**config.mk**
```make
export PLATFORM = sky130hd
export DESIGN_NAME = c_subset_tokenizer_top_flat
export DESIGN_NICKNAME = d
export VERILOG_FILES = /design/src/rtl/core/cst_pkg.sv /design/src/rtl/core/cst_if.sv /design/src/rtl/core/cst_lexer.sv /design/src/rtl/core/c_subset_tokenizer_top.sv /design/src/flat_wrapper.sv
export SDC_FILE = /design/constraint.sdc
export NUM_CORES = 1
export LEC_CHECK = 0
export BUFFER_PORTS_ARGS = -buffer_cell sky130_fd_sc_hd__buf_4
export CAP_MARGIN = 25
export CORE_ASPECT_RATIO = 0.7
export CORE_MARGIN = 2
export CORE_UTILIZATION = 35
export DETAILED_ROUTE_END_ITERATION = 16
export PLACE_DENSITY_LB_ADDON = 0.15
export SYNTH_ARGS = -nofsm -noshare
export SYNTH_HDL_FRONTEND = slang
export SYNTH_SLANG_ARGS = --single-unit
```
**constraint.sdc**
```tcl
create_clock -name clk_i -period 6.3 [get_ports clk_i]
set_clock_uncertainty 0.15 [all_clocks]
set_input_delay 0.63 -clock clk_i [delete_from_list [all_inputs] [get_ports clk_i]]
set_output_delay 0.63 -clock clk_i [all_outputs]
set_load 0.005 [all_outputs]
```
**src/rtl/core/cst_pkg.sv**
```systemverilog
// ----------------------------------------------------------------------------
// cst_pkg: shared types and constants for the C subset tokenizer
// Token kinds, error causes, lexer modes and character class helpers.
// ----------------------------------------------------------------------------
`default_nettype none
package cst_pkg;

  localparam int unsigned MaxTokenLen = 1024;
  localparam int unsigned LineBits    = 16;

  localparam int unsigned KindW  = 6;
  localparam int unsigned CauseW = 4;
  localparam int unsigned LenW   = 10;
  localparam int unsigned LineW  = 16;

  typedef enum logic [15:0] {
    M_IDLE    = 16'h0001, M_EQ     = 16'h0002, M_LT     = 16'h0004,
    M_GT      = 16'h0008, M_BANG   = 16'h0010, M_AMP    = 16'h0020,
    M_BAR     = 16'h0040, M_SLASH  = 16'h0080, M_LCMT   = 16'h0100,
    M_BCMT    = 16'h0200, M_STR    = 16'h0400, M_CHOPEN = 16'h0800,
    M_CHESC   = 16'h1000, M_CHCLOSE = 16'h2000, M_IDENT = 16'h4000,
    M_NUM     = 16'h8000
  } mode_e;

  typedef enum logic [5:0] {
    K_ERR = 6'd0, K_EOF = 6'd1, K_IDENT = 6'd2, K_INTC = 6'd3, K_FLTC = 6'd4,
    K_CHRC = 6'd5, K_STR = 6'd6, K_LCMT = 6'd7, K_BCMT = 6'd8, K_KW0 = 6'd9,
    K_EQEQ = 6'd23, K_ASSIGN = 6'd24, K_LESS = 6'd25, K_LEQ = 6'd26,
    K_GREAT = 6'd27, K_GEQ = 6'd28, K_NEQ = 6'd29, K_HASH = 6'd30,
    K_LPAREN = 6'd31, K_RPAREN = 6'd32, K_SEMI = 6'd33, K_COMMA = 6'd34,
    K_PLUS = 6'd35, K_MINUS = 6'd36, K_STAR = 6'd37, K_SLASH = 6'd38,
    K_PERCENT = 6'd39, K_ANDAND = 6'd40, K_OROR = 6'd41, K_LSQ = 6'd42,
    K_RSQ = 6'd43, K_LCURLY = 6'd44, K_RCURLY = 6'd45
  } kind_e;

  typedef enum logic [3:0] {
    E_NONE = 4'd0, E_NONASCII = 4'd1, E_BANG = 4'd2, E_AMP = 4'd3,
    E_BAR = 4'd4, E_BCMT = 4'd5, E_STR = 4'd6, E_STRNL = 4'd7,
    E_CHCLOSE = 4'd8, E_ILLEGAL = 4'd9, E_DOT2 = 4'd10, E_HEXDOT = 4'd11,
    E_XPOS = 4'd12, E_HEXLET = 4'd13, E_LONEDOT = 4'd14
  } cause_e;

  typedef struct packed {
    logic [KindW-1:0]  kind;
    logic [CauseW-1:0] cause;
    logic [LenW-1:0]   len;
    logic [LineW-1:0]  line;
  } tok_t;

  localparam logic [1:0] FlFloat = 2'b01;
  localparam logic [1:0] FlHex   = 2'b10;

  function automatic logic is_alpha(input logic [7:0] b);
    return (b >= "a" && b <= "z") || (b >= "A" && b <= "Z");
  endfunction

  function automatic logic is_digit(input logic [7:0] b);
    return b >= "0" && b <= "9";
  endfunction

  function automatic logic is_hexlet(input logic [7:0] b);
    return (b >= "a" && b <= "f") || (b >= "A" && b <= "F");
  endfunction

  // Match the 8-byte window against the keyword list.
  function automatic logic [KindW-1:0] ident_kind(input logic [63:0] w,
                                                   input logic [LenW-1:0] n);
    logic [KindW-1:0] k;
    k = K_IDENT;
    if (n == 10'd3 && w[23:0] == "int")      k = KindW'(K_KW0 + 0);
    if (n == 10'd5 && w[39:0] == "float")    k = KindW'(K_KW0 + 1);
    if (n == 10'd4 && w[31:0] == "char")     k = KindW'(K_KW0 + 2);
    if (n == 10'd2 && w[15:0] == "if")       k = KindW'(K_KW0 + 3);
    if (n == 10'd4 && w[31:0] == "else")     k = KindW'(K_KW0 + 4);
    if (n == 10'd3 && w[23:0] == "for")      k = KindW'(K_KW0 + 5);
    if (n == 10'd5 && w[39:0] == "while")    k = KindW'(K_KW0 + 6);
    if (n == 10'd6 && w[47:0] == "return")   k = KindW'(K_KW0 + 7);
    if (n == 10'd8 && w[63:0] == "continue") k = KindW'(K_KW0 + 8);
    if (n == 10'd6 && w[47:0] == "extern")   k = KindW'(K_KW0 + 9);
    if (n == 10'd6 && w[47:0] == "static")   k = KindW'(K_KW0 + 10);
    if (n == 10'd5 && w[39:0] == "break")    k = KindW'(K_KW0 + 11);
    if (n == 10'd7 && w[55:0] == "include")  k = KindW'(K_KW0 + 12);
    if (n == 10'd6 && w[47:0] == "define")   k = KindW'(K_KW0 + 13);
    return k;
  endfunction

endpackage
`default_nettype wire

```
**src/rtl/core/cst_if.sv**
```systemverilog
// ----------------------------------------------------------------------------
// cst_in_if / cst_out_if: valid-ready channels of the tokenizer
// Input carries one source byte; output carries one token.
// ----------------------------------------------------------------------------
`default_nettype none
interface cst_in_if;
  logic       valid;
  logic       ready;
  logic [7:0] source_byte;
  logic       end_of_input;
  modport source (output valid, source_byte, end_of_input, input ready);
  modport sink   (input valid, source_byte, end_of_input, output ready);
endinterface

interface cst_out_if;
  logic        valid;
  logic        ready;
  logic [5:0]  token_kind;
  logic [3:0]  error_cause;
  logic [9:0]  token_length;
  logic [15:0] token_line;
  logic        last_result;
  modport source (output valid, token_kind, error_cause, token_length, token_line,
                  last_result, input ready);
  modport sink   (input valid, token_kind, error_cause, token_length, token_line,
                  last_result, output ready);
endinterface
`default_nettype wire

```
**src/rtl/core/cst_lexer.sv**
```systemverilog
// ----------------------------------------------------------------------------
// cst_lexer: one-byte lexer step
// Holds the lexer state; on each step consumes one byte and yields up to
// two tokens.
// ----------------------------------------------------------------------------
`default_nettype none
module cst_lexer #(
  parameter int unsigned MaxTokenLen = cst_pkg::MaxTokenLen,
  parameter int unsigned LineBits    = cst_pkg::LineBits
) (
  input  wire logic           clk_i,
  input  wire logic           rst_ni,
  input  wire logic           step_i,
  input  wire logic [7:0]     byte_i,
  input  wire logic           eoi_i,
  output cst_pkg::tok_t       tok0_o,
  output cst_pkg::tok_t       tok1_o,
  output logic [1:0]          ntok_o
);
  localparam int unsigned LenW = cst_pkg::LenW;
  localparam int unsigned LineW = cst_pkg::LineW;
  localparam logic [LenW-1:0] LenCap =
      (MaxTokenLen - 1 < 1023) ? LenW'(MaxTokenLen - 1) : LenW'(1023);
  localparam logic [LineW-1:0] LineCap =
      (LineBits < 16) ? LineW'((64'd1 << LineBits) - 1) : LineW'(65535);

  cst_pkg::mode_e     mode_q, mode_d;
  logic [LineW-1:0]   line_q, line_d, sline_q, sline_d;
  logic [LenW-1:0]    len_q, len_d;
  logic [63:0]        win_q, win_d;
  logic [7:0]         prev_q, prev_d;
  logic [1:0]         fl_q, fl_d;

  always_ff @(posedge clk_i or negedge rst_ni) begin
    if (!rst_ni) begin
      mode_q  <= cst_pkg::M_IDLE;
      line_q  <= LineW'(1);
      sline_q <= LineW'(1);
      len_q   <= '0;
      win_q   <= '0;
      prev_q  <= '0;
      fl_q    <= '0;
    end else if (step_i) begin
      mode_q  <= mode_d;
      line_q  <= line_d;
      sline_q <= sline_d;
      len_q   <= len_d;
      win_q   <= win_d;
      prev_q  <= prev_d;
      fl_q    <= fl_d;
    end
  end

  function automatic cst_pkg::tok_t mk(input logic [5:0] k, input logic [3:0] c,
                                       input logic [LenW-1:0] n,
                                       input logic [LineW-1:0] l);
    cst_pkg::tok_t t;
    t.kind = k; t.cause = c; t.len = n; t.line = l;
    return t;
  endfunction

  always_comb begin
    cst_pkg::tok_t toks [2];
    logic [1:0]    n;
    logic          redo, grw, nl;
    logic [3:0]    cause;
    logic [5:0]    k;
    logic [LenW-1:0] glen;
    toks[0] = '0; toks[1] = '0;
    n = '0; redo = 1'b0; grw = 1'b0; nl = 1'b0; cause = '0; k = '0;
    mode_d = mode_q; line_d = line_q; sline_d = sline_q; len_d = len_q;
    win_d = win_q; prev_d = prev_q; fl_d = fl_q;
    glen = (len_q < LenCap) ? len_q + 1'b1 : len_q;

    if (eoi_i) begin
      unique case (mode_q)
        cst_pkg::M_IDLE: ;
        cst_pkg::M_BCMT: k = {2'b00, cst_pkg::E_BCMT};
        cst_pkg::M_STR: k = {2'b00, cst_pkg::E_STR};
        cst_pkg::M_CHOPEN, cst_pkg::M_CHESC: k = {2'b00, cst_pkg::E_NONASCII};
        cst_pkg::M_CHCLOSE: k = {2'b00, cst_pkg::E_CHCLOSE};
        default: k = 6'd0;
      endcase
      redo = 1'b1;  // reused below as "pending token to close"
    end else if (mode_q != cst_pkg::M_IDLE) begin
      unique case (mode_q)
        cst_pkg::M_EQ, cst_pkg::M_LT, cst_pkg::M_GT, cst_pkg::M_BANG: begin
          if (byte_i == "=") begin
            unique case (mode_q)
              cst_pkg::M_EQ: k = cst_pkg::K_EQEQ;
              cst_pkg::M_LT: k = cst_pkg::K_LEQ;
              cst_pkg::M_GT: k = cst_pkg::K_GEQ;
              default:       k = cst_pkg::K_NEQ;
            endcase
            toks[n[0]] = mk(k, cst_pkg::E_NONE, LenW'(2), sline_q); n = n + 1'b1;
            mode_d = cst_pkg::M_IDLE; fl_d = '0;
          end else redo = 1'b1;
        end
        cst_pkg::M_AMP, cst_pkg::M_BAR: begin
          if (byte_i == ((mode_q == cst_pkg::M_AMP) ? 8'h26 : 8'h7c)) begin
            k = (mode_q == cst_pkg::M_AMP) ? cst_pkg::K_ANDAND : cst_pkg::K_OROR;
            toks[n[0]] = mk(k, cst_pkg::E_NONE, LenW'(2), sline_q); n = n + 1'b1;
            mode_d = cst_pkg::M_IDLE; fl_d = '0;
          end else redo = 1'b1;
        end
        cst_pkg::M_SLASH: begin
          if (byte_i == "/") begin
            grw = 1'b1; mode_d = cst_pkg::M_LCMT;
          end else if (byte_i == "*") begin
            grw = 1'b1; mode_d = cst_pkg::M_BCMT;
          end else redo = 1'b1;
        end
        cst_pkg::M_LCMT: begin
          if (byte_i == 8'h0a) redo = 1'b1;
          else grw = 1'b1;
        end
        cst_pkg::M_BCMT: begin
          grw = 1'b1;
          nl = (byte_i == 8'h0a);
          if (byte_i == "/" && prev_q == "*" && glen >= LenW'(4)) begin
            toks[n[0]] = mk(cst_pkg::K_BCMT, cst_pkg::E_NONE, glen, sline_q);
            n = n + 1'b1;
            mode_d = cst_pkg::M_IDLE; fl_d = '0;
          end
        end
        cst_pkg::M_STR: begin
          if (byte_i == 8'h0a) begin
            toks[n[0]] = mk(cst_pkg::K_ERR, cst_pkg::E_STRNL, len_q, sline_q);
            n = n + 1'b1;
            mode_d = cst_pkg::M_IDLE; fl_d = '0;
            redo = 1'b1; k = 6'd63;  // closed already
          end else begin
            grw = 1'b1;
            if (byte_i == 8'h22) begin
              toks[n[0]] = mk(cst_pkg::K_STR, cst_pkg::E_NONE, glen, sline_q);
              n = n + 1'b1;
              mode_d = cst_pkg::M_IDLE; fl_d = '0;
            end
          end
        end
        cst_pkg::M_CHOPEN, cst_pkg::M_CHESC: begin
          grw = 1'b1;
          if (mode_q == cst_pkg::M_CHOPEN && byte_i == 8'h5c) begin
            mode_d = cst_pkg::M_CHESC;
          end else if (byte_i[7]) begin
            toks[n[0]] = mk(cst_pkg::K_ERR, cst_pkg::E_NONASCII, glen, sline_q);
            n = n + 1'b1;
            mode_d = cst_pkg::M_IDLE; fl_d = '0;
          end else begin
            nl = (byte_i == 8'h0a);
            mode_d = cst_pkg::M_CHCLOSE;
          end
        end
        cst_pkg::M_CHCLOSE: begin
          if (byte_i == 8'h27) begin
            grw = 1'b1;
            toks[n[0]] = mk(cst_pkg::K_CHRC, cst_pkg::E_NONE, glen, sline_q);
            n = n + 1'b1;
            mode_d = cst_pkg::M_IDLE; fl_d = '0;
          end else begin
            toks[n[0]] = mk(cst_pkg::K_ERR, cst_pkg::E_CHCLOSE, len_q, sline_q);
            n = n + 1'b1;
            mode_d = cst_pkg::M_IDLE; fl_d = '0;
            redo = 1'b1; k = 6'd63;
          end
        end
        cst_pkg::M_IDENT: begin
          if (cst_pkg::is_alpha(byte_i) || cst_pkg::is_digit(byte_i) || byte_i == "_") begin
            grw = 1'b1; win_d = {win_q[55:0], byte_i};
          end else redo = 1'b1;
        end
        cst_pkg::M_NUM: begin
          if (cst_pkg::is_digit(byte_i)) begin
          end else if (byte_i == ".") begin
            if (fl_q[0]) cause = cst_pkg::E_DOT2;
            else if (fl_q[1]) cause = cst_pkg::E_HEXDOT;
            else fl_d = fl_q | cst_pkg::FlFloat;
          end else if (byte_i == "x") begin
            if (len_q != LenW'(1) || prev_q != "0") cause = cst_pkg::E_XPOS;
            else fl_d = fl_q | cst_pkg::FlHex;
          end else if (cst_pkg::is_hexlet(byte_i)) begin
            if (!fl_q[1]) cause = cst_pkg::E_HEXLET;
          end else begin
            cause = 4'd15;  // ends the number normally
          end
          if (cause == 4'd15) redo = 1'b1;
          else if (cause != '0) begin
            toks[n[0]] = mk(cst_pkg::K_ERR, cause, len_q, sline_q); n = n + 1'b1;
            mode_d = cst_pkg::M_IDLE; fl_d = '0;
            redo = 1'b1; k = 6'd63;
          end else grw = 1'b1;
        end
        default: begin
          redo = 1'b1; k = 6'd63;
        end
      endcase
    end

    // Close a pending simple token (also on end of input).
    if (redo && k != 6'd63) begin
      if (eoi_i && mode_q != cst_pkg::M_IDLE && (mode_q == cst_pkg::M_BCMT ||
          mode_q == cst_pkg::M_STR || mode_q == cst_pkg::M_CHOPEN ||
          mode_q == cst_pkg::M_CHESC || mode_q == cst_pkg::M_CHCLOSE)) begin
        toks[n[0]] = mk(cst_pkg::K_ERR, k[3:0], len_q, sline_q); n = n + 1'b1;
      end else begin
        unique case (mode_q)
          cst_pkg::M_EQ: begin
            toks[n[0]] = mk(cst_pkg::K_ASSIGN, '0, LenW'(1), sline_q); n = n + 1'b1; end
          cst_pkg::M_LT: begin
            toks[n[0]] = mk(cst_pkg::K_LESS, '0, LenW'(1), sline_q); n = n + 1'b1; end
          cst_pkg::M_GT: begin
            toks[n[0]] = mk(cst_pkg::K_GREAT, '0, LenW'(1), sline_q); n = n + 1'b1; end
          cst_pkg::M_BANG: begin
            toks[n[0]] = mk(cst_pkg::K_ERR, cst_pkg::E_BANG, LenW'(1), sline_q);
            n = n + 1'b1; end
          cst_pkg::M_AMP: begin
            toks[n[0]] = mk(cst_pkg::K_ERR, cst_pkg::E_AMP, LenW'(1), sline_q);
            n = n + 1'b1; end
          cst_pkg::M_BAR: begin
            toks[n[0]] = mk(cst_pkg::K_ERR, cst_pkg::E_BAR, LenW'(1), sline_q);
            n = n + 1'b1; end
          cst_pkg::M_SLASH: begin
            toks[n[0]] = mk(cst_pkg::K_SLASH, '0, LenW'(1), sline_q); n = n + 1'b1; end
          cst_pkg::M_LCMT: begin
            toks[n[0]] = mk(cst_pkg::K_LCMT, '0, len_q, sline_q); n = n + 1'b1; end
          cst_pkg::M_IDENT: begin
            toks[n[0]] = mk(cst_pkg::ident_kind(win_q, len_q), '0, len_q, sline_q);
            n = n + 1'b1; end
          cst_pkg::M_NUM: begin
            if (len_q == LenW'(1) && prev_q == ".")
              toks[n[0]] = mk(cst_pkg::K_ERR, cst_pkg::E_LONEDOT, LenW'(1), sline_q);
            else
              toks[n[0]] = mk(fl_q[0] ? cst_pkg::K_FLTC : cst_pkg::K_INTC, '0, len_q,
                              sline_q);
            n = n + 1'b1;
          end
          default: ;
        endcase
      end
      mode_d = cst_pkg::M_IDLE; fl_d = '0;
    end

    if (grw) begin
      len_d = glen;
      prev_d = byte_i;
    end
    if (nl && line_q < LineCap) line_d = line_q + 1'b1;

    if (eoi_i) begin
      toks[n[0]] = mk(cst_pkg::K_EOF, '0, '0, line_q); n = n + 1'b1;
      len_d = '0; mode_d = cst_pkg::M_IDLE; fl_d = '0;
    end else if (mode_q == cst_pkg::M_IDLE || redo) begin
      // Examine the byte from the idle state.
      sline_d = line_q;
      len_d = '0;
      fl_d = '0;
      mode_d = cst_pkg::M_IDLE;
      k = '0;
      if (byte_i[7]) begin
        toks[n[0]] = mk(cst_pkg::K_ERR, cst_pkg::E_NONASCII, LenW'(1), line_q);
        n = n + 1'b1;
      end else if (byte_i == 8'h20 || (byte_i >= 8'h09 && byte_i <= 8'h0d)) begin
        if (byte_i == 8'h0a && line_q < LineCap) line_d = line_q + 1'b1;
      end else begin
        grw = 1'b1;
        unique case (byte_i)
          "=": mode_d = cst_pkg::M_EQ;
          "<": mode_d = cst_pkg::M_LT;
          ">": mode_d = cst_pkg::M_GT;
          "!": mode_d = cst_pkg::M_BANG;
          "&": mode_d = cst_pkg::M_AMP;
          "|": mode_d = cst_pkg::M_BAR;
          "/": mode_d = cst_pkg::M_SLASH;
          8'h22: mode_d = cst_pkg::M_STR;
          8'h27: mode_d = cst_pkg::M_CHOPEN;
          "#": k = cst_pkg::K_HASH;
          "(": k = cst_pkg::K_LPAREN;
          ")": k = cst_pkg::K_RPAREN;
          ";": k = cst_pkg::K_SEMI;
          ",": k = cst_pkg::K_COMMA;
          "+": k = cst_pkg::K_PLUS;
          "-": k = cst_pkg::K_MINUS;
          "*": k = cst_pkg::K_STAR;
          "%": k = cst_pkg::K_PERCENT;
          "[": k = cst_pkg::K_LSQ;
          "]": k = cst_pkg::K_RSQ;
          "{": k = cst_pkg::K_LCURLY;
          "}": k = cst_pkg::K_RCURLY;
          default: begin
            if (cst_pkg::is_alpha(byte_i) || byte_i == "_") begin
              mode_d = cst_pkg::M_IDENT; win_d = {56'd0, byte_i};
            end else if (cst_pkg::is_digit(byte_i) || byte_i == ".") begin
              mode_d = cst_pkg::M_NUM;
              fl_d = (byte_i == ".") ? cst_pkg::FlFloat : 2'b00;
            end else begin
              k = 6'd63;
            end
          end
        endcase
        if (k == 6'd63) begin
          grw = 1'b0;
          toks[n[0]] = mk(cst_pkg::K_ERR, cst_pkg::E_ILLEGAL, LenW'(1), line_q);
          n = n + 1'b1;
        end else if (k != '0) begin
          grw = 1'b0;
          toks[n[0]] = mk(k, '0, LenW'(1), line_q); n = n + 1'b1;
        end else begin
          len_d = (LenCap > 0) ? LenW'(1) : '0;
          prev_d = byte_i;
        end
      end
    end

    tok0_o = toks[0];
    tok1_o = toks[1];
    ntok_o = n;
  end

  // Mode stays idle after any end-of-input step.
  assert property (@(posedge clk_i) disable iff (!rst_ni)
    (step_i && eoi_i) |=> mode_q == cst_pkg::M_IDLE)
    else $error("mode not idle after end of input");
  // End of input always yields at least the end-of-file token.
  assert property (@(posedge clk_i) disable iff (!rst_ni)
    eoi_i |-> ntok_o != 2'd0)
    else $error("no token on end of input");
  // Line counter never goes backwards.
  assert property (@(posedge clk_i) disable iff (!rst_ni)
    $past(rst_ni) |-> line_q >= $past(line_q))
    else $error("line counter decreased");

endmodule
`default_nettype wire

```
**src/rtl/core/c_subset_tokenizer_top.sv**
```systemverilog
// ----------------------------------------------------------------------------
// c_subset_tokenizer_top: byte-serial C subset tokenizer
// Output: a token is shown in the cycle after the byte that completes it.
// Throughput: one byte per cycle while tokens are taken at once; a byte
// with two tokens holds the input while the second drains from the buffer.
// Reset: asynchronous, active low; lexer idle, line count 1, buffer empty.
// ----------------------------------------------------------------------------
`default_nettype none
module c_subset_tokenizer_top #(
  parameter int unsigned MaxTokenLen = cst_pkg::MaxTokenLen,
  parameter int unsigned LineBits    = cst_pkg::LineBits
) (
  input  wire logic  clk_i,
  input  wire logic  rst_ni,
  cst_in_if.sink     in_i,
  cst_out_if.source  out_o
);
  cst_pkg::tok_t tok0, tok1;
  logic [1:0]    ntok;
  logic          step;

  // Two-entry output buffer: slot 0 is shown, slot 1 waits.
  cst_pkg::tok_t buf_q [2];
  logic [1:0]    last_q;
  logic [1:0]    cnt_q;
  logic          pop;

  assign pop = out_o.valid && out_o.ready;
  // Accept when every pending token will have left after this edge.
  assign in_i.ready = (cnt_q == 2'd0) || (cnt_q == 2'd1 && pop);
  assign step = in_i.valid && in_i.ready;

  cst_lexer #(.MaxTokenLen(MaxTokenLen), .LineBits(LineBits)) u_lexer (
    .clk_i, .rst_ni, .step_i(step), .byte_i(in_i.source_byte),
    .eoi_i(in_i.end_of_input), .tok0_o(tok0), .tok1_o(tok1), .ntok_o(ntok)
  );

  always_ff @(posedge clk_i or negedge rst_ni) begin
    if (!rst_ni) begin
      cnt_q <= '0;
    end else if (step) begin
      cnt_q <= ntok;
    end else if (pop) begin
      cnt_q <= cnt_q - 1'b1;
    end
  end

  always_ff @(posedge clk_i) begin
    if (step) begin
      buf_q[0]  <= tok0;
      buf_q[1]  <= tok1;
      last_q[0] <= (ntok == 2'd1);
      last_q[1] <= 1'b1;
    end else if (pop) begin
      buf_q[0]  <= buf_q[1];
      last_q[0] <= last_q[1];
    end
  end

  assign out_o.valid        = cnt_q != 2'd0;
  assign out_o.token_kind   = buf_q[0].kind;
  assign out_o.error_cause  = buf_q[0].cause;
  assign out_o.token_length = buf_q[0].len;
  assign out_o.token_line   = buf_q[0].line;
  assign out_o.last_result  = last_q[0];

  assert property (@(posedge clk_i) disable iff (!rst_ni) cnt_q != 2'd3)
    else $error("output buffer count out of range");
  assert property (@(posedge clk_i) disable iff (!rst_ni)
    (cnt_q == 2'd2) |-> !in_i.ready)
    else $error("input taken while buffer full");
  assert property (@(posedge clk_i) disable iff (!rst_ni)
    (out_o.valid && cnt_q == 2'd2) |-> !out_o.last_result)
    else $error("first of two tokens marked last");

endmodule
`default_nettype wire
```
**src/flat_wrapper.sv**
```systemverilog
// flat-port wrapper written by rule: the top's interface ports become plain ports
module c_subset_tokenizer_top_flat 
#(
  parameter int unsigned MaxTokenLen = cst_pkg::MaxTokenLen,
  parameter int unsigned LineBits    = cst_pkg::LineBits
)
  (clk_i, rst_ni, in_i_valid, in_i_source_byte, in_i_end_of_input, in_i_ready, out_o_valid, out_o_token_kind, out_o_error_cause, out_o_token_length, out_o_token_line, out_o_last_result, out_o_ready);
  cst_in_if in_i_i ();
  cst_out_if out_o_i ();
  input  wire logic clk_i;
  input  wire logic rst_ni;
  input wire logic [$bits(in_i_i.valid)-1:0] in_i_valid;
  input wire logic [$bits(in_i_i.source_byte)-1:0] in_i_source_byte;
  input wire logic [$bits(in_i_i.end_of_input)-1:0] in_i_end_of_input;
  output wire logic [$bits(in_i_i.ready)-1:0] in_i_ready;
  output wire logic [$bits(out_o_i.valid)-1:0] out_o_valid;
  output wire logic [$bits(out_o_i.token_kind)-1:0] out_o_token_kind;
  output wire logic [$bits(out_o_i.error_cause)-1:0] out_o_error_cause;
  output wire logic [$bits(out_o_i.token_length)-1:0] out_o_token_length;
  output wire logic [$bits(out_o_i.token_line)-1:0] out_o_token_line;
  output wire logic [$bits(out_o_i.last_result)-1:0] out_o_last_result;
  input wire logic [$bits(out_o_i.ready)-1:0] out_o_ready;
  assign in_i_i.valid = in_i_valid;
  assign in_i_i.source_byte = in_i_source_byte;
  assign in_i_i.end_of_input = in_i_end_of_input;
  assign in_i_ready = in_i_i.ready;
  assign out_o_valid = out_o_i.valid;
  assign out_o_token_kind = out_o_i.token_kind;
  assign out_o_error_cause = out_o_i.error_cause;
  assign out_o_token_length = out_o_i.token_length;
  assign out_o_token_line = out_o_i.token_line;
  assign out_o_last_result = out_o_i.last_result;
  assign out_o_i.ready = out_o_ready;
  c_subset_tokenizer_top #(.MaxTokenLen(MaxTokenLen), .LineBits(LineBits)) u_core (.clk_i(clk_i), .rst_ni(rst_ni), .in_i(in_i_i), .out_o(out_o_i));
endmodule
```
==> impl_metrics.yaml, run 1 <==
run_status:
  status: "completed"
yosys:
  yosysSeqAreaShare_pct: 41.82
  synth_area_um2: 13270
  postSynth.asyncResetShare_pct: 64.73
  synth_area_per_cell_um2: 9.484
  synth_xor_area_share_pct: 1.650
  synth_top_family_by_area: "simple AND/OR/NAND/NOR gates"
  synth_edf_count: 73
  synth_mux_area_share_pct: 3.272
  synth_seq_cells: 207
  synth_simple_gate_area_share_pct: 29.08
  ys_warn_count: 0
  synthDistinctLibCells: 98
  synth_fa_ha_area_share_pct: 0.7544
  syn_inst: 1399
  ys.flop_type: "dfrtp_1"
  synth_compound_area_share_pct: 18.79
timing:
  fin_tns_setup_ns: 0
  hold_viol: 0
  relSlewSlack_pct: 29.94
  holdWs_ns: 0.3305
  fmax_ghz: 0.1862
  worstMarginPinSlew_ns: 1.051
  grt_setup_unrepaired: "no"
  fin_ws_ns: 0.9291
  final_max_slew_viol_count: 0
  setup_viol: 0
  period_needed_ns: 5.371
  finalCritPeriodShare_pct: 85.25
global_routing:
  overflow: 0
  grt_pass1_wl_um: 74550
  grt_usage_pct: 24.70
  grt_max_degree: 75
  grt_pass1_vias: 11359
  antenna_found_initial: 0
critical_path:
  slowest_delay_ns: 0.74
  r2r-start: "u_core.u_lexer.mode_q[1]"
  worst_path_max_delay_cell: "or4_1"
  cp.arrival_ns: 5.57
  crit_start: "u_core.u_lexer.mode_q[1]"
  worstSetupPathType: "flip-flop to flip-flop"
  crit_path_end_kind: "flip-flop"
  cp_cell_sequence: "or4_1, nor4_4, buf_4, nand3_1, a21oi_1, nor2_1, a41o_1, clkinv_4, ha_1, a21o_1, o21ai_0, nand2_1, o31a_1, o21ai_0"
  cp_max_fo: 23
  cp-start-kind: "flip-flop"
  cp.required_ns: 6.50
  critPathMostFrequentCell: "o21ai_0"
route:
  route.detailed.drc: 0
  wl_um: 49130
  vias: 12007
  drt_first_iter_violations: 1393
  first_pass_iters: 8
  post_drt_wl_per_cell_um: 25.56
  drtAntennaViolNets: 0
  viasPerCell: 6.247
placement:
  port_buffers: 51
  post-dp-hpwl_um: 36820
  gp_congestion: 0.9815
  pre_cts_slack_ns: 0.9944
die:
  die_area_um2: 39510
  fp.dieW_um: 236.7
  fp-row-count: 59
  coreArea_um2: 37280
  ioPinCount: 52
  initial_core_util_pct: 35.59
  fp.dieH_um: 166.9
final_layout:
  mostFrequentLayoutCell: "dfrtp_1"
  area_growth_pct: 11.67
  layout_common_cells: "dfrtp_1 (131), nand2_1 (117), nor2_1 (85)"
  fill_cells: 3711
  drive_above_1_share_pct: 13.25
  diodes: 0
  fin_nets: 1439
cts:
  cts_root_buf: "clkbuf_16"
  cts_hold_buf: 1
  ctsResizeCount: 0
  clk_pin_slew_worst_paths_ns: 0.06
  post_cts_buffers: 0
  clock_sinks: 207
  cts_tree: "done"
  cts_buffer_depth: 3
  clk_latency_ns: 0.52
  cts_buffers: 23
  htreeDepth: 1
power:
  vdd_drop_max_v: 0.0002030
  p_per_area_nw_per_um2: 273.6
  leakage_nw: 6.015
run:
  max_cap_viol_count: 0
hold_path:
  min_from: "u_core.u_lexer.prev_q[5]"
  hold_path_class: "flip-flop to flip-flop"
[final cells by class]
| cell class | instances | area [µm²] | area share, % |
|---|---|---|---|
| Clock buffer | 27 | 590.6 | 3.986 |
| Clock inverter | 14 | 123.9 | 0.8360 |
| Inverter | 29 | 113.9 | 0.7685 |
| Multi-Input combinational cell | 1071 | 7154 | 48.29 |
| Sequential cell | 207 | 5549 | 37.45 |
| Tap cell | 488 | 610.6 | 4.121 |
| Timing Repair Buffer | 86 | 674.4 | 4.552 |
[registers in the layout (all words and copies together) (netlist names)]
signal	count
u_core.buf_q	72
u_core.u_lexer.line_q	16
u_core.u_lexer.sline_q	16
u_core.u_lexer.prev_q	8
u_core.u_lexer.len_q	10
u_core.last_q	1
u_core.u_lexer.fl_q	2
u_core.u_lexer.win_q	64
u_core.u_lexer.mode_q	16
u_core.cnt_q	2
[worst max-delay path, delay by kind of cell (launching register included)]
kind	cells	cell delay, ns
flip-flops	1	0.49
buffers and inverters	2	0.29
AO/OA/AOI/OAI	6	1.98
adder cells (fa/ha/maj)	1	0.25
AND/OR/NAND/NOR	5	2.02
[synthesized netlist by cell type, drive strengths merged (28+ instances only)]
cell	instances	area share [%]
and4	28	1.9
nor4	32	1.9
nand3	56	2.1
nand4	61	2.9
nand2	118	3.4
inv	28	0.79
dfrtp	131	25
edfxtp	73	17
nor2	85	2.4
a22o	64	4.2
mux2	35	3.0
a21oi	53	2.2
and3	58	2.7
o21ai	55	2.3
clkbuf	63	1.8
nor3	45	1.9
buf	39	2.0
[report_power, final]
group          switching, mW  leakage, nW  internal (mW)
Sequential             0.120         2.55           1.62
Clock                  0.565        0.349          0.753
Combinational          0.623         3.11          0.369
Total                   1.31         6.02           2.75
[metrics by stage]
step / area (µm²) / util [%] / cells / power, mW
global placement: 14040 / 37.66 / 1876 / 2.743
finish: 14820 / 39.74 / 1922 / 4.054
detailed placement: 14060 / 37.73 / 1879 / 2.748
global route: 14820 / 39.74 / 1922 / 4.257
floorplan: 13310 / - / 1409 / 2.309
CTS: 14790 / 39.67 / 1921 / 4.084
[worst paths after layout]
kind                            slack [ns]  cells after the start                       end
min in group asynchronous             0.48                      2   u_core.u_lexer.win_q[7]
worst min-delay path                  0.33                      1  u_core.u_lexer.prev_q[5]
worst min register to register        0.33                      1  u_core.u_lexer.prev_q[5]
worst max-delay path                  0.93                     14       u_core.buf_q[0][31]
max in group asynchronous             4.47                      4   u_core.u_lexer.len_q[6]
worst max register to register        0.93                     14       u_core.buf_q[0][31]
[kinds of logic (layout without fill, tap and decap cells)]
kind of cell | Yosys count | in the layout
other | 1 | 11
AND/OR/NAND/NOR | 653 | 653
AO/OA/AOI/OAI | 335 | 335
buffers and inverters | 131 | 156
flip-flops | 207 | 207
XOR/XNOR | 25 | 25
multiplexers | 39 | 39
adder cells (fa/ha/maj) | 8 | 8
[per-layer routing]
metal | share of wire, % | track usage, % | routed length [µm]
met5 | 0 | 0 | 0
met4 | 1.3 | 3.605 | 619
met3 | 9.5 | 6.597 | 4679
met2 | 37 | 30.73 | 18030
met1 | 53 | 41.39 | 25800
No activity file was read; power rests on OpenSTA's default activity.
==> run 2: changes to the inputs <==
CORE_UTILIZATION = 65   (was 35)
==> impl_metrics.yaml, run 2 (synthesis gave the netlist of run 1 again) <==
cts:
  cts_root_buf: "clkbuf_16"
  cts_tree: "done"
  htreeDepth: 1
  post_cts_buffers: 0
  clk_latency_ns: 0.52
  cts_buffer_depth: 3
  clock_sinks: 207
  ctsResizeCount: 0
  cts_buffers: 21
  clk_pin_slew_worst_paths_ns: 0.07
timing:
  hold_viol: 0
  finalCritPeriodShare_pct: 85.71
  final_max_slew_viol_count: 0
  relSlewSlack_pct: 23.14
  grt_setup_unrepaired: "no"
  fin_ws_ns: 0.9006
  period_needed_ns: 5.399
  fin_tns_setup_ns: 0
  fmax_ghz: 0.1852
  worstMarginPinSlew_ns: 1.153
  setup_viol: 0
placement:
  gp_congestion: 1.079
  place_area_um2: 13730
  port_buffers: 51
  post-dp-hpwl_um: 34800
  pre_cts_slack_ns: 1.069
global_routing:
  grt_util_met3_pct: 14.88
  grt_pass1_vias: 11760
  grt_max_degree: 73
  grt_usage_pct: 44.64
  overflow: 0
  grt_use_met2_pct: 61.31
  antenna_found_initial: 0
  gr-max-usage-layer: "met1"
  grt_pass1_wl_um: 72770
  use_met1_pct: 68.15
die:
  fp.dieH_um: 123.5
  initial_core_util_pct: 66.65
  ioPinCount: 52
  die_area_um2: 21590
  fp-row-count: 43
  coreArea_um2: 19910
  fp.dieW_um: 174.8
critical_path:
  crit_path_end_kind: "flip-flop"
  worstSetupPathType: "flip-flop to flip-flop"
  cp_max_fo: 23
  cp.arrival_ns: 5.58
  cp.required_ns: 6.49
  cp-start-kind: "flip-flop"
route:
  wl_um: 48980
  drtAntennaViolNets: 0
  viasPerCell: 7.758
  route.detailed.drc: 0
  post_drt_wl_per_cell_um: 28.91
  vias: 13142
  first_pass_iters: 7
  drt_first_iter_violations: 2671
hold_path:
  hold_path_class: "primary input to flip-flop"
final_layout:
  drive_above_1_share_pct: 12.72
  mostFrequentLayoutCell: "dfrtp_1"
  layout_common_cells: "dfrtp_1 (131), nand2_1 (117), nor2_1 (85)"
  largest_reg_flops: 72
  largestRegisters: "u_core.buf_q (72), u_core.u_lexer.win_q (64)"
  fin_util_pct: 72.56
  final_area_um2: 14450
  area_growth_pct: 8.874
  regMostFlops: "u_core.buf_q"
  fin_nets: 1429
power:
  vdd_drop_max_v: 0.0002913
  totalPowerFinal_mw: 4.055
  p_per_area_nw_per_um2: 280.7
  leakage_nw: 5.958
run:
  max_cap_viol_count: 0
run_status:
  status: "completed"
==> run 2: cell count changes in the layout (fill, tap and decap cells not counted), sizes merged <==
cell	before	now
clkinvlp	1	0
buf	85	77
diode	0	1
inv	30	29
clkbuf	27	33
clkinv	10	3
==> run 2: where the power goes <==
group          internal [mW]  switching [mW]
logic                  0.365           0.645
registers               1.62           0.127
clock network          0.753           0.542
==> run 2: repair_timing <==
| item | CTS | global route |
|---|---|---|
| setup endpoints to repair | 0 | 0 |
| endpoints found under the hold margin | 38 | 0 |
| hold buffers | 1 | 0 |
==> run 2: per-layer routing <==
| layer | part of all wire [%] | routed length (µm) |
|---|---|---|
| met1 | 41 | 20300 |
| met2 | 40 | 19580 |
| met3 | 16 | 7995 |
| met4 | 2.2 | 1102 |
| met5 | 0 | 0 |
==> run 2: stage by stage <==
step	hold slack, ns	cells
3_5_place_dp	0.3276	1652
4_1_cts	0.3298	1691
6_report	0.3426	1694
5_1_grt	0.3605	1693
2_1_floorplan	0.1844	1409
3_3_place_gp	0.3124	1650
==> run 2: critical path, cell delays in order, from the launching register on <==
cell and delay (ns):
dfrtp_1 0.58, or4_1 0.81, nor4_4 0.70, o31ai_2 0.19
or3_4 0.41, and3_1 0.21, a41o_1 0.30, clkinv_4 0.10
ha_1 0.26, a21o_1 0.22, o21ai_0 0.14, nand2_1 0.55
o31a_1 0.49, o21ai_0 0.10
==> run 2: area by class of cell <==
type,instances,area (µm²)
Antenna cell,1,2.502
Clock buffer,33,614.3
Clock inverter,5,78.83
Fill cell,1330,5461
Inverter,29,113.9
Multi-Input combinational cell,1071,7154
Sequential cell,207,5549
Tap cell,270,337.8
Timing Repair Buffer,78,594.3
==> run 2: worst paths after layout <==
check / depth (start not counted) / end / slack [ns] / from
worst max-delay path: 13 / u_core.buf_q[0][31] / 0.90 / u_core.u_lexer.mode_q[4]
min in group asynchronous: 2 / u_core.u_lexer.len_q[0] / 0.53 / rst_ni
worst min register to register: 1 / u_core.u_lexer.prev_q[0] / 0.35 / u_core.u_lexer.prev_q[0]
max in group asynchronous: 3 / u_core.u_lexer.prev_q[5] / 4.10 / rst_ni
worst max register to register: 13 / u_core.buf_q[0][31] / 0.90 / u_core.u_lexer.mode_q[4]
worst min-delay path: 2 / u_core.u_lexer.win_q[5] / 0.34 / in_i_source_byte[5]
==> run 3: changes to the inputs <==
CAP_MARGIN = not set   (was 25)
SKIP_CTS_REPAIR_TIMING = 1   (was not set)
clock period = 6.4 ns   (was 6.3 ns; I/O delays follow)
==> impl_metrics.yaml, run 3 (synthesis gave the netlist of run 1 again) <==
critical_path:
  worst_path_max_delay_cell: "or4_1"
  critPathMostFrequentCell: "a21o_1"
  cpLargestDelayFamily: "simple AND/OR/NAND/NOR gates"
  cp.arrival_ns: 5.50
  worstSetupPathType: "flip-flop to flip-flop"
  cp_num_buf_inv: 2
  worstRegToRegCells: 13
  cp_cell_sequence: "or4_1, nor2_1, nand3_1, and4_1, a21o_1, a41o_1, clkinv_4, ha_1, a21o_1, a21oi_4, buf_4, xnor2_1, o21ai_0"
  crit_path_end_kind: "flip-flop"
  cp-start-kind: "flip-flop"
  cp.required_ns: 6.44
  slowest_delay_ns: 0.75
  cp_max_fo: 18
  crit_cells: 13
route:
  drtAntennaViolNets: 0
  route.detailed.drc: 0
  first_pass_iters: 10
  viasPerCell: 7.677
  post_drt_wl_per_cell_um: 27.83
  wl_um: 47040
  vias: 12974
  drt_first_iter_violations: 2672
final_layout:
  stdcell_count: 1690
  mostFrequentLayoutCell: "dfrtp_1"
  fin_util_pct: 72.35
  largestRegisters: "u_core.buf_q (72), u_core.u_lexer.win_q (64)"
  fin_nets: 1427
  layout_common_cells: "dfrtp_1 (131), nand2_1 (117), nor2_1 (85)"
  area_growth_pct: 8.554
  largest_reg_flops: 72
  regMostFlops: "u_core.buf_q"
  diodes: 0
  drive_above_1_share_pct: 12.61
timing:
  fmax_ghz: 0.1832
  grt_setup_unrepaired: "no"
  setup_viol: 0
  final_max_slew_viol_count: 0
  holdWs_ns: -0.009412
  finalCritPeriodShare_pct: 85.28
  worstMarginPinSlew_ns: 1.427
  fin_ws_ns: 0.9418
  period_needed_ns: 5.458
  fin_tns_setup_ns: 0
  relSlewSlack_pct: 4.872
  hold_viol: 16
global_routing:
  gr-max-usage-layer: "met1"
  grt_pass1_vias: 11815
  use_met1_pct: 65.51
  grt_max_degree: 73
  grt_util_met3_pct: 17.40
  grt_use_met2_pct: 58.33
  grt_pass1_wl_um: 71370
  grt_usage_pct: 43.41
  antenna_found_initial: 0
  overflow: 0
die:
  fp-row-count: 43
  ioPinCount: 52
  initial_core_util_pct: 66.65
  coreArea_um2: 19910
  fp.dieW_um: 174.8
  die_area_um2: 21590
  fp.dieH_um: 123.5
hold_path:
  hold_path_class: "primary input to async pin"
cts:
  cts_buffer_depth: 3
  cts_buffers: 21
  htreeDepth: 1
  cts_root_buf: "clkbuf_16"
  clock_sinks: 207
  cts_tree: "done"
  clk_pin_slew_worst_paths_ns: 0.07
  clk_latency_ns: 0.51
power:
  p_per_area_nw_per_um2: 271.5
  vdd_drop_max_v: 0.0002377
  leakage_nw: 5.932
placement:
  post-dp-hpwl_um: 34310
  gp_congestion: 1.071
  dp_cells: 1653
  port_buffers: 51
  pre_cts_slack_ns: 1.186
run:
  max_cap_viol_count: 0
run_status:
  violations: "hold timing"
  status: "complete, but fails checks"
-- run 3: cell count changes in the layout (fill, tap and decap cells not counted), sizes merged --
cell         change
clkbuf           -5
diode            -1
buf              -1
dlygate4sd3      -1
clkinv           +3
clkinvlp         +1
-- run 3: path summary, 6_finish.rpt --
path / start / endpoint / slack, ns
setup reg to reg: u_core.u_lexer.mode_q[1] / u_core.last_q[0] / 0.94
hold reg to reg: u_core.u_lexer.prev_q[6] / u_core.u_lexer.prev_q[6] / 0.35
hold / removal: rst_ni / u_core.u_lexer.win_q[62] / -0.009
max in group asynchronous: rst_ni / u_core.u_lexer.mode_q[8] / 4.77
setup / recovery: u_core.u_lexer.mode_q[1] / u_core.last_q[0] / 0.94
min in group clk_i: u_core.u_lexer.prev_q[6] / u_core.u_lexer.prev_q[6] / 0.35
-- run 3: layout make-up --
class | count | area (µm²)
Clock buffer | 28 | 561.8
Clock inverter | 9 | 103.9
Fill cell | 1427 | 5504
Inverter | 29 | 113.9
Multi-Input combinational cell | 1071 | 7162
Sequential cell | 207 | 5549
Tap cell | 270 | 337.8
Timing Repair Buffer | 76 | 574.3
-- run 3: metal layers --
layer  wire length (µm)  share of wire [%]
met5                  0                  0
met4               1265                2.7
met3               8086                 17
met2              18420                 39
met1              19270                 41
-- run 3: power by group --
group | total, mW | internal, mW | leakage (nW) | switching, mW
sequential | 1.72 | 1.60 | 2.55 | 0.123
combinational | 0.964 | 0.353 | 3.05 | 0.611
clock | 1.23 | 0.701 | 0.323 | 0.524
total | 3.91 | 2.65 | 5.93 | 1.26
-- run 3: per-stage QoR --
step                total power, mW  hold slack (ns)  cell area [µm²]
finish                        3.911        -0.009412            14400
global route                  4.027          0.03763            14400
CTS                           3.869          0.01595            14400
detailed placement            2.659           0.3231            13730
global placement              2.623           0.3156            13730
floorplan                     2.272           0.1944            13310
